## src/rtl/core/bmprgb_pkg.sv

```systemverilog
// ----------------------------------------------------------------------------
// bmprgb_pkg
// Types and constants for the BMP 24-bit to RGB565 stream converter.
// ----------------------------------------------------------------------------
package bmprgb_pkg;

    localparam int MAX_WIDTH = 320;
    localparam int COL_W     = $clog2(MAX_WIDTH + 1);

    localparam logic [5:0]  HDR_LAST     = 6'd53;
    localparam logic [31:0] HEADER_BYTES = 32'd54;
    localparam logic [15:0] BMP_SIGNATURE = 16'h4D42;
    localparam logic [15:0] BMP_BITS      = 16'd24;

    // header field byte positions
    localparam logic [5:0] OFS_SIG    = 6'd0;
    localparam logic [5:0] OFS_OFFSET = 6'd10;
    localparam logic [5:0] OFS_WIDTH  = 6'd18;
    localparam logic [5:0] OFS_HEIGHT = 6'd22;
    localparam logic [5:0] OFS_BITS   = 6'd28;

    localparam logic KIND_PIXEL  = 1'b0;
    localparam logic KIND_REJECT = 1'b1;

    localparam logic [1:0] BIP_BLUE  = 2'd0;
    localparam logic [1:0] BIP_GREEN = 2'd1;
    localparam logic [1:0] BIP_RED   = 2'd2;

    typedef enum logic [2:0] {
        PH_HEADER = 3'd0,
        PH_SKIP   = 3'd1,
        PH_PIXELS = 3'd2,
        PH_DONE   = 3'd3,
        PH_REJECT = 3'd4
    } phase_t;

    typedef struct packed {
        logic [15:0] pixel_rgb565;
        logic        result_kind;
        logic        row_end;
        logic        image_end;
    } result_t;

    function automatic logic [15:0] pack565(input logic [7:0] r, input logic [7:0] g,
                                            input logic [7:0] b);
        return {r[7:3], g[7:2], b[7:3]};
    endfunction

endpackage

```

## src/rtl/core/bmprgb_parse.sv

```systemverilog
// ----------------------------------------------------------------------------
// bmprgb_parse
// Header capture, offset skip and pixel packing; one byte per transfer.
// ----------------------------------------------------------------------------
module bmprgb_parse (
    input  logic                clk,
    input  logic                rst_n,
    input  logic                cfg_write,
    input  logic [15:0]         cfg_data,
    input  logic                in_fire,
    input  logic [7:0]          data_byte,
    input  logic                file_start,
    output logic                res_valid,
    output bmprgb_pkg::result_t res
);
    import bmprgb_pkg::*;

    logic [15:0]      row_limit_reg;
    logic [31:0]      pos_reg, pos_cur, pos_next;
    phase_t           phase_reg, phase_cur, phase_next;
    logic [31:0]      row_reg, row_cur, row_next;
    logic [COL_W-1:0] col_reg, col_cur, col_next;
    logic [1:0]       bip_reg, bip_cur, bip_next;

    logic [15:0] sig_reg;
    logic [31:0] off_reg;
    logic [31:0] width_reg;
    logic [31:0] height_reg;
    logic [15:0] bits_reg;
    logic [7:0]  blue_reg;
    logic [7:0]  green_reg;

    logic [5:0]   hdr_idx;
    logic         hdr_bad;
    logic         skip_done;
    logic         do_pix;
    logic [COL_W:0] col_plus;
    logic         last_col;
    logic [31:0]  row_plus;
    logic         last_row;
    logic         emit;

    assign phase_cur = file_start ? PH_HEADER : phase_reg;
    assign pos_cur   = file_start ? 32'd0 : pos_reg;
    assign row_cur   = file_start ? 32'd0 : row_reg;
    assign col_cur   = file_start ? '0 : col_reg;
    assign bip_cur   = file_start ? BIP_BLUE : bip_reg;

    assign hdr_idx  = pos_cur[5:0];
    assign hdr_bad  = (sig_reg != BMP_SIGNATURE) || (bits_reg != BMP_BITS)
                   || (width_reg == 32'd0) || (width_reg > 32'(MAX_WIDTH))
                   || (off_reg < HEADER_BYTES);

    assign skip_done = (pos_cur == off_reg);
    assign do_pix    = (phase_cur == PH_PIXELS) || ((phase_cur == PH_SKIP) && skip_done);

    assign col_plus = {1'b0, col_cur} + {{COL_W{1'b0}}, 1'b1};
    assign last_col = col_plus >= {1'b0, width_reg[COL_W-1:0]};
    assign row_plus = row_cur + 32'd1;
    assign last_row = row_plus >= height_reg;
    assign emit     = (height_reg - row_cur) < {16'd0, row_limit_reg};

    always_comb
    begin
        phase_next = phase_cur;
        pos_next   = pos_cur;
        row_next   = row_cur;
        col_next   = col_cur;
        bip_next   = bip_cur;
        res_valid  = 1'b0;
        res        = '0;

        if (phase_cur == PH_HEADER)
        begin
            pos_next = pos_cur + 32'd1;
            if (hdr_idx == HDR_LAST)
            begin
                row_next = '0;
                col_next = '0;
                bip_next = BIP_BLUE;
                priority if (hdr_bad)
                begin
                    phase_next      = PH_REJECT;
                    res_valid       = in_fire;
                    res.result_kind = KIND_REJECT;
                end
                else if ((height_reg == 32'd0) || height_reg[31])
                    phase_next = PH_DONE;
                else if (off_reg == HEADER_BYTES)
                    phase_next = PH_PIXELS;
                else
                    phase_next = PH_SKIP;
            end
        end
        else if ((phase_cur == PH_SKIP) && !skip_done)
            pos_next = pos_cur + 32'd1;
        else if (do_pix)
        begin
            phase_next = PH_PIXELS;
            unique case (bip_cur)
                BIP_BLUE:  bip_next = BIP_GREEN;
                BIP_GREEN: bip_next = BIP_RED;
                default:
                begin
                    bip_next = BIP_BLUE;
                    if (last_col)
                    begin
                        col_next = '0;
                        row_next = row_plus;
                        if (last_row)
                            phase_next = PH_DONE;
                    end
                    else
                        col_next = col_plus[COL_W-1:0];
                    res_valid        = in_fire && emit;
                    res.pixel_rgb565 = pack565(data_byte, green_reg, blue_reg);
                    res.result_kind  = KIND_PIXEL;
                    res.row_end      = last_col;
                    res.image_end    = last_col && last_row;
                end
            endcase
        end
    end

    always_ff @(posedge clk or negedge rst_n)
    begin
        if (!rst_n)
        begin
            row_limit_reg <= 16'hFFFF;
            phase_reg     <= PH_HEADER;
            pos_reg       <= '0;
            row_reg       <= '0;
            col_reg       <= '0;
            bip_reg       <= BIP_BLUE;
        end
        else
        begin
            if (cfg_write)
                row_limit_reg <= cfg_data;
            if (in_fire)
            begin
                phase_reg <= phase_next;
                pos_reg   <= pos_next;
                row_reg   <= row_next;
                col_reg   <= col_next;
                bip_reg   <= bip_next;
            end
        end
    end

    // header fields and color bytes are always written before use
    always_ff @(posedge clk)
    begin
        if (in_fire && (phase_cur == PH_HEADER))
        begin
            unique case (hdr_idx)
                OFS_SIG:            sig_reg[7:0]      <= data_byte;
                OFS_SIG + 6'd1:     sig_reg[15:8]     <= data_byte;
                OFS_OFFSET:         off_reg[7:0]      <= data_byte;
                OFS_OFFSET + 6'd1:  off_reg[15:8]     <= data_byte;
                OFS_OFFSET + 6'd2:  off_reg[23:16]    <= data_byte;
                OFS_OFFSET + 6'd3:  off_reg[31:24]    <= data_byte;
                OFS_WIDTH:          width_reg[7:0]    <= data_byte;
                OFS_WIDTH + 6'd1:   width_reg[15:8]   <= data_byte;
                OFS_WIDTH + 6'd2:   width_reg[23:16]  <= data_byte;
                OFS_WIDTH + 6'd3:   width_reg[31:24]  <= data_byte;
                OFS_HEIGHT:         height_reg[7:0]   <= data_byte;
                OFS_HEIGHT + 6'd1:  height_reg[15:8]  <= data_byte;
                OFS_HEIGHT + 6'd2:  height_reg[23:16] <= data_byte;
                OFS_HEIGHT + 6'd3:  height_reg[31:24] <= data_byte;
                OFS_BITS:           bits_reg[7:0]     <= data_byte;
                OFS_BITS + 6'd1:    bits_reg[15:8]    <= data_byte;
                default:            ;
            endcase
        end
        if (in_fire && do_pix && (bip_cur == BIP_BLUE))
            blue_reg <= data_byte;
        if (in_fire && do_pix && (bip_cur == BIP_GREEN))
            green_reg <= data_byte;
    end

endmodule

```

## src/rtl/core/bmprgb_obuf.sv

```systemverilog
// ----------------------------------------------------------------------------
// bmprgb_obuf
// Two-entry output buffer: result register plus skid entry.
// ----------------------------------------------------------------------------
module bmprgb_obuf (
    input  logic                clk,
    input  logic                rst_n,
    input  logic                res_valid,
    input  bmprgb_pkg::result_t res,
    output logic                full,
    output logic                out_valid,
    input  logic                out_stall,
    output bmprgb_pkg::result_t out_data
);
    import bmprgb_pkg::*;

    logic    out_valid_reg, out_valid_next;
    result_t out_data_reg, out_data_next;
    logic    skid_valid_reg, skid_valid_next;
    result_t skid_data_reg, skid_data_next;
    logic    drain;

    assign drain = out_valid_reg && !out_stall;

    always_comb
    begin
        out_valid_next  = out_valid_reg;
        out_data_next   = out_data_reg;
        skid_valid_next = skid_valid_reg;
        skid_data_next  = skid_data_reg;
        if (skid_valid_reg)
        begin
            if (drain)
            begin
                out_data_next   = skid_data_reg;
                skid_valid_next = 1'b0;
            end
        end
        else if (res_valid)
        begin
            if (!out_valid_reg || drain)
            begin
                out_valid_next = 1'b1;
                out_data_next  = res;
            end
            else
            begin
                skid_valid_next = 1'b1;
                skid_data_next  = res;
            end
        end
        else if (drain)
            out_valid_next = 1'b0;
    end

    always_ff @(posedge clk or negedge rst_n)
    begin
        if (!rst_n)
        begin
            out_valid_reg  <= 1'b0;
            skid_valid_reg <= 1'b0;
        end
        else
        begin
            out_valid_reg  <= out_valid_next;
            skid_valid_reg <= skid_valid_next;
        end
    end

    always_ff @(posedge clk)
    begin
        out_data_reg  <= out_data_next;
        skid_data_reg <= skid_data_next;
    end

    assign full      = skid_valid_reg;
    assign out_valid = out_valid_reg;
    assign out_data  = out_data_reg;

endmodule

```

## src/rtl/core/bmp24_to_rgb565_stream.sv

```systemverilog
// ----------------------------------------------------------------------------
// bmp24_to_rgb565_stream
// Parses a 24-bit BMP byte stream and emits RGB565 pixels or a reject status.
//
//   channel   direction  handshake              payload
//   in        sink       in_valid / in_stall    data_byte, file_start
//   out       source     out_valid / out_stall  pixel_rgb565, result_kind,
//                                               row_end, image_end
//   cfg       sink       cfg_write              cfg_data (row_limit)
//
// One byte per cycle while in_stall is low; a result appears in the output
// register in the cycle after the transfer that completes it (third byte of
// a pixel, header end) when that register is free or draining.
// Reset clears the parse state and sets row_limit to 65535.
// The output side holds two results; in_stall is high while both are
// occupied and drops the cycle after the sink takes a transfer.
// ----------------------------------------------------------------------------
module bmp24_to_rgb565_stream (
    input  logic        clk,
    input  logic        rst_n,
    input  logic        cfg_write,
    input  logic [15:0] cfg_data,
    input  logic        in_valid,
    output logic        in_stall,
    input  logic [7:0]  data_byte,
    input  logic        file_start,
    output logic        out_valid,
    input  logic        out_stall,
    output logic [15:0] pixel_rgb565,
    output logic        result_kind,
    output logic        row_end,
    output logic        image_end
);
    import bmprgb_pkg::*;

    logic    in_fire;
    logic    res_valid;
    result_t res;
    result_t out_data;
    logic    full;

    assign in_stall = full;
    assign in_fire  = in_valid && !full;

    bmprgb_parse u_parse (
        .clk        (clk),
        .rst_n      (rst_n),
        .cfg_write  (cfg_write),
        .cfg_data   (cfg_data),
        .in_fire    (in_fire),
        .data_byte  (data_byte),
        .file_start (file_start),
        .res_valid  (res_valid),
        .res        (res)
    );

    bmprgb_obuf u_obuf (
        .clk       (clk),
        .rst_n     (rst_n),
        .res_valid (res_valid),
        .res       (res),
        .full      (full),
        .out_valid (out_valid),
        .out_stall (out_stall),
        .out_data  (out_data)
    );

    assign pixel_rgb565 = out_data.pixel_rgb565;
    assign result_kind  = out_data.result_kind;
    assign row_end      = out_data.row_end;
    assign image_end    = out_data.image_end;

endmodule

```

## config.mk

```make
export PLATFORM = sky130hd
export DESIGN_NAME = bmp24_to_rgb565_stream
export DESIGN_NICKNAME = d
export VERILOG_FILES = /design/src/rtl/core/bmprgb_pkg.sv /design/src/rtl/core/bmprgb_parse.sv /design/src/rtl/core/bmprgb_obuf.sv /design/src/rtl/core/bmp24_to_rgb565_stream.sv
export SDC_FILE = /design/constraint.sdc
export NUM_CORES = 1
export LEC_CHECK = 0
export BUFFER_PORTS_ARGS = -buffer_cell sky130_fd_sc_hd__buf_2
export CORE_MARGIN = 2
export CORE_UTILIZATION = 45
export CTS_BUF_LIST = sky130_fd_sc_hd__clkbuf_16
export DETAILED_ROUTE_END_ITERATION = 16
export GPL_TIMING_DRIVEN = 0
export PLACE_DENSITY_LB_ADDON = 0.3
export RECOVER_POWER = 100
export SYNTH_ARGS = -nofsm -noshare
export SYNTH_HDL_FRONTEND = slang
export SYNTH_SLANG_ARGS = --single-unit
```

## constraint.sdc

```tcl
create_clock -name clk -period 12.38 [get_ports clk]
set_input_delay 0.619 -clock clk [delete_from_list [all_inputs] [get_ports clk]]
set_output_delay 0.619 -clock clk [all_outputs]
set_load 0.005 [all_outputs]
```

==> impl_metrics.ini <==
[status]
status = finished with violations
violations = max-capacitance violations, max-slew violations

[sta]
clock_skew_ps = 26.3
fin_tns_setup_ps = 0
tightest_slew_ps = 3300
report.final.slew_viol_count = 99
relSlewSlack = -1.20
max_freq_ghz = 0.107
finalSetupViolations = 0
rsz0062_at_grt = no
finalWorstPathRequiredPeriod_ps = 9390
finalHoldViolCount = 0
fin_crit_sh = 0.758

[power_and_ir_drop]
p_leak_nw = 6.73
peakVddDrop_uv = 137
power_mw = 2.10
p_per_area_nw_per_um2 = 116

[route]
dr.pass1.iters = 6
vias = 12949
ant_nets = 0
drt_iter0_markers = 922
drc = 0
vias_per_cell = 5.98
routed_wl_microns = 44800
avgRoutedWirePerCell_microns = 20.7

[placed_design]
dp_hpwl_microns = 32800
gp_congestion = 0.930
placed_cell_area_sq_um = 17100
port_buffers = 50

[floorplan]
start_util = 0.455
die_area_sq_um = 37400
die_w_microns = 193
core_sq_um = 35500
ios = 51
num_rows = 69
die_y_microns = 193

[worst_setup_path]
crit_path_max_fanout = 17
cp-end-kind = register
critPathLaunchType = input pin
rr_startpoint = u_parse.row_reg[8]$_DFFE_PN0P_
slowest_delay_ps = 820
required_ps = 12570
cpLargestDelayFamily = buffers and inverters
crit_top_cell = clkbuf_1
critical_path.slowest_cell = clkbuf_1
cp-startpoint = file_start
arrival_ps = 9580
cp.buffers_inverters = 8
crit_type = in2reg

[synth]
muxShareOfSynthArea = 0.0201
synth_xor_area_frac = 0.0509
synthCells = 1596
synth_edf_count = 177
yosysMostFrequentCell = edfxtp_1
synth_nets = 1722
synth_seq_cells = 273
synth_compound_area_frac = 0.136
synth_flop_cell = edfxtp_1
yosysTopAreaCellShare = 0.329
synth_top_family_by_area = simple AND/OR/NAND/NOR gates
syn_area_sq_um = 16200
synth_fa_ha_area_frac = 0.0748
yosys.area_share.simple = 0.204
yosys.area.top_type = edfxtp_1
ys_warn_count = 0
ys_top_cells_by_count = 177 x edfxtp_1, 135 x nand2_1, 120 x nor2_1
ys_top_cells_by_area = edfxtp_1 33%, dfrtp_1 12%, ha_1 7.4%
yosysUniqueCellTypes = 87
async_reset_ff_frac = 0.352
seq_area_frac_synth = 0.479
syn_area_per_cell_sq_um = 10.1

[hold_path]
hold_class = in2reg
holdCritStartpoint = cfg_data[11]

[clock_tree]
path_clk_slew_ps = 60
cts_buffer_depth = 3
numCtsBuffers = 30
ctsResizeCount = 0
post_cts.repair.setup_buffers = 0
cts_max_level = 1
clkSinkCount = 273
cts-root-buf = clkbuf_16
ctsHoldBuffers = 0
cts_tree = built
clkLatencyLatePin_ps = 590

[final_layout]
syn_to_final_growth_pct = 11.8
drive_gt1_frac = 0.0804
final_area_sq_um = 18100
num-nets-final = 1807

[grt]
grt_max_degree = 58
antenna_found_initial = 1
grt_overflow_total = 0
grt_pass1_vias = 12546
track_usage = 0.236
grt_pass1_wl_microns = 70000

[job]
max_cap_viol_count = 2
==> cells in the final DEF (no fill, tap or decap), types with 12 or more instances in the layout <==
master	n
xor2_1	37
dfrtp_1	80
and2_0	18
nand2_1	135
or3_1	12
a21oi_1	69
clkbuf_1	74
nand4_1	31
nor2_1	121
o21ai_0	121
mux2_2	19
nand3b_1	13
inv_1	92
buf_2	37
a21o_1	20
edfxtp_1	177
nor4_1	35
o211ai_1	14
ha_1	95
xnor2_1	57
nor3_1	29
a22o_1	15
nand2b_1	40
nand3_1	51
and3_1	29
dfstp_2	15
clkbuf_16	30
nor2b_1	27
==> worst reg2reg max path: stages, from the launching register on <==
cell and delay, ps:
dfrtp_1 410, nand2b_1 230, ha_1 290, clkbuf_1 180
a21oi_1 280, o21ai_0 180, a221oi_1 480, and2_0 370
o21ai_0 160, xor2_1 170, ha_1 240, a2111oi_0 440
o311a_1 240, o311ai_0 120, nor4_1 410, nand4_1 140
nor4_1 370, nand4_1 170, a21oi_1 400, clkbuf_1 820
==> layer usage <==
| layer | global-route usage | share of wire | vias up |
|---|---|---|---|
| li1 | - | - | 6079 |
| met1 | 0.315 | 0.42 | 6259 |
| met2 | 0.393 | 0.47 | 513 |
| met3 | 0.0342 | 0.070 | 98 |
| met4 | 0.0845 | 0.036 | 0 |
| met5 | 0 | 0 | - |
==> logic make-up (layout without fill, tap and decap cells) <==
| logic type | after synthesis | after routing |
|---|---|---|
| other | 0 | 1 |
| AND/OR/NAND/NOR | 610 | 610 |
| XOR/XNOR | 94 | 94 |
| flip-flops | 273 | 273 |
| adder cells (fa/ha/maj) | 96 | 96 |
| multiplexers | 30 | 30 |
| AO/OA/AOI/OAI | 345 | 345 |
| buffers and inverters | 148 | 257 |
==> area by class of cell <==
type | instances | area (sq um)
clock inverter | 26 | 359
antenna | 1 | 2.50
tap | 461 | 577
clock buffer | 30 | 751
timing repair buffer | 53 | 244
fill | 3256 | 17400
sequential | 273 | 7740
multi-input combinational | 1175 | 7830
inverter | 87 | 327
buffer | 61 | 231
==> power breakdown <==
group,switching [mW],internal (mW)
Clock,0.389,0.611
Combinational,0.0721,0.0277
Sequential,0.00823,0.989
==> path summary, 6_finish.rpt <==
check / end / slack, ps / cells past startpoint
setup / recovery: u_obuf.skid_data_reg[18]$_DFFE_PP_ / 2990 / 25
hold / removal: u_parse.row_limit_reg[11]$_DFFE_PN1P_ / 250 / 3
setup reg to reg: u_obuf.skid_data_reg[18]$_DFFE_PP_ / 5900 / 19
hold reg to reg: u_parse.row_limit_reg[11]$_DFFE_PN1P_ / 510 / 2
max in group asynchronous: u_parse.row_reg[28]$_DFFE_PN0P_ / 7560 / 2
min in group asynchronous: u_parse.row_reg[4]$_DFFE_PN0P_ / 750 / 1
==> metrics by stage <==
stage                      util  setup WS (ps)  hold WS [ps]  std cells
after floorplan               -           5270           323       1596
after global placement    0.479           2060           487       2107
after detailed placement  0.481           3620           503       2110
after CTS                 0.512           4130          40.0       2166
after global routing      0.509           2410           258       2166
final                     0.509           2990           253       2167
Power figures use the tool's default switching activity.
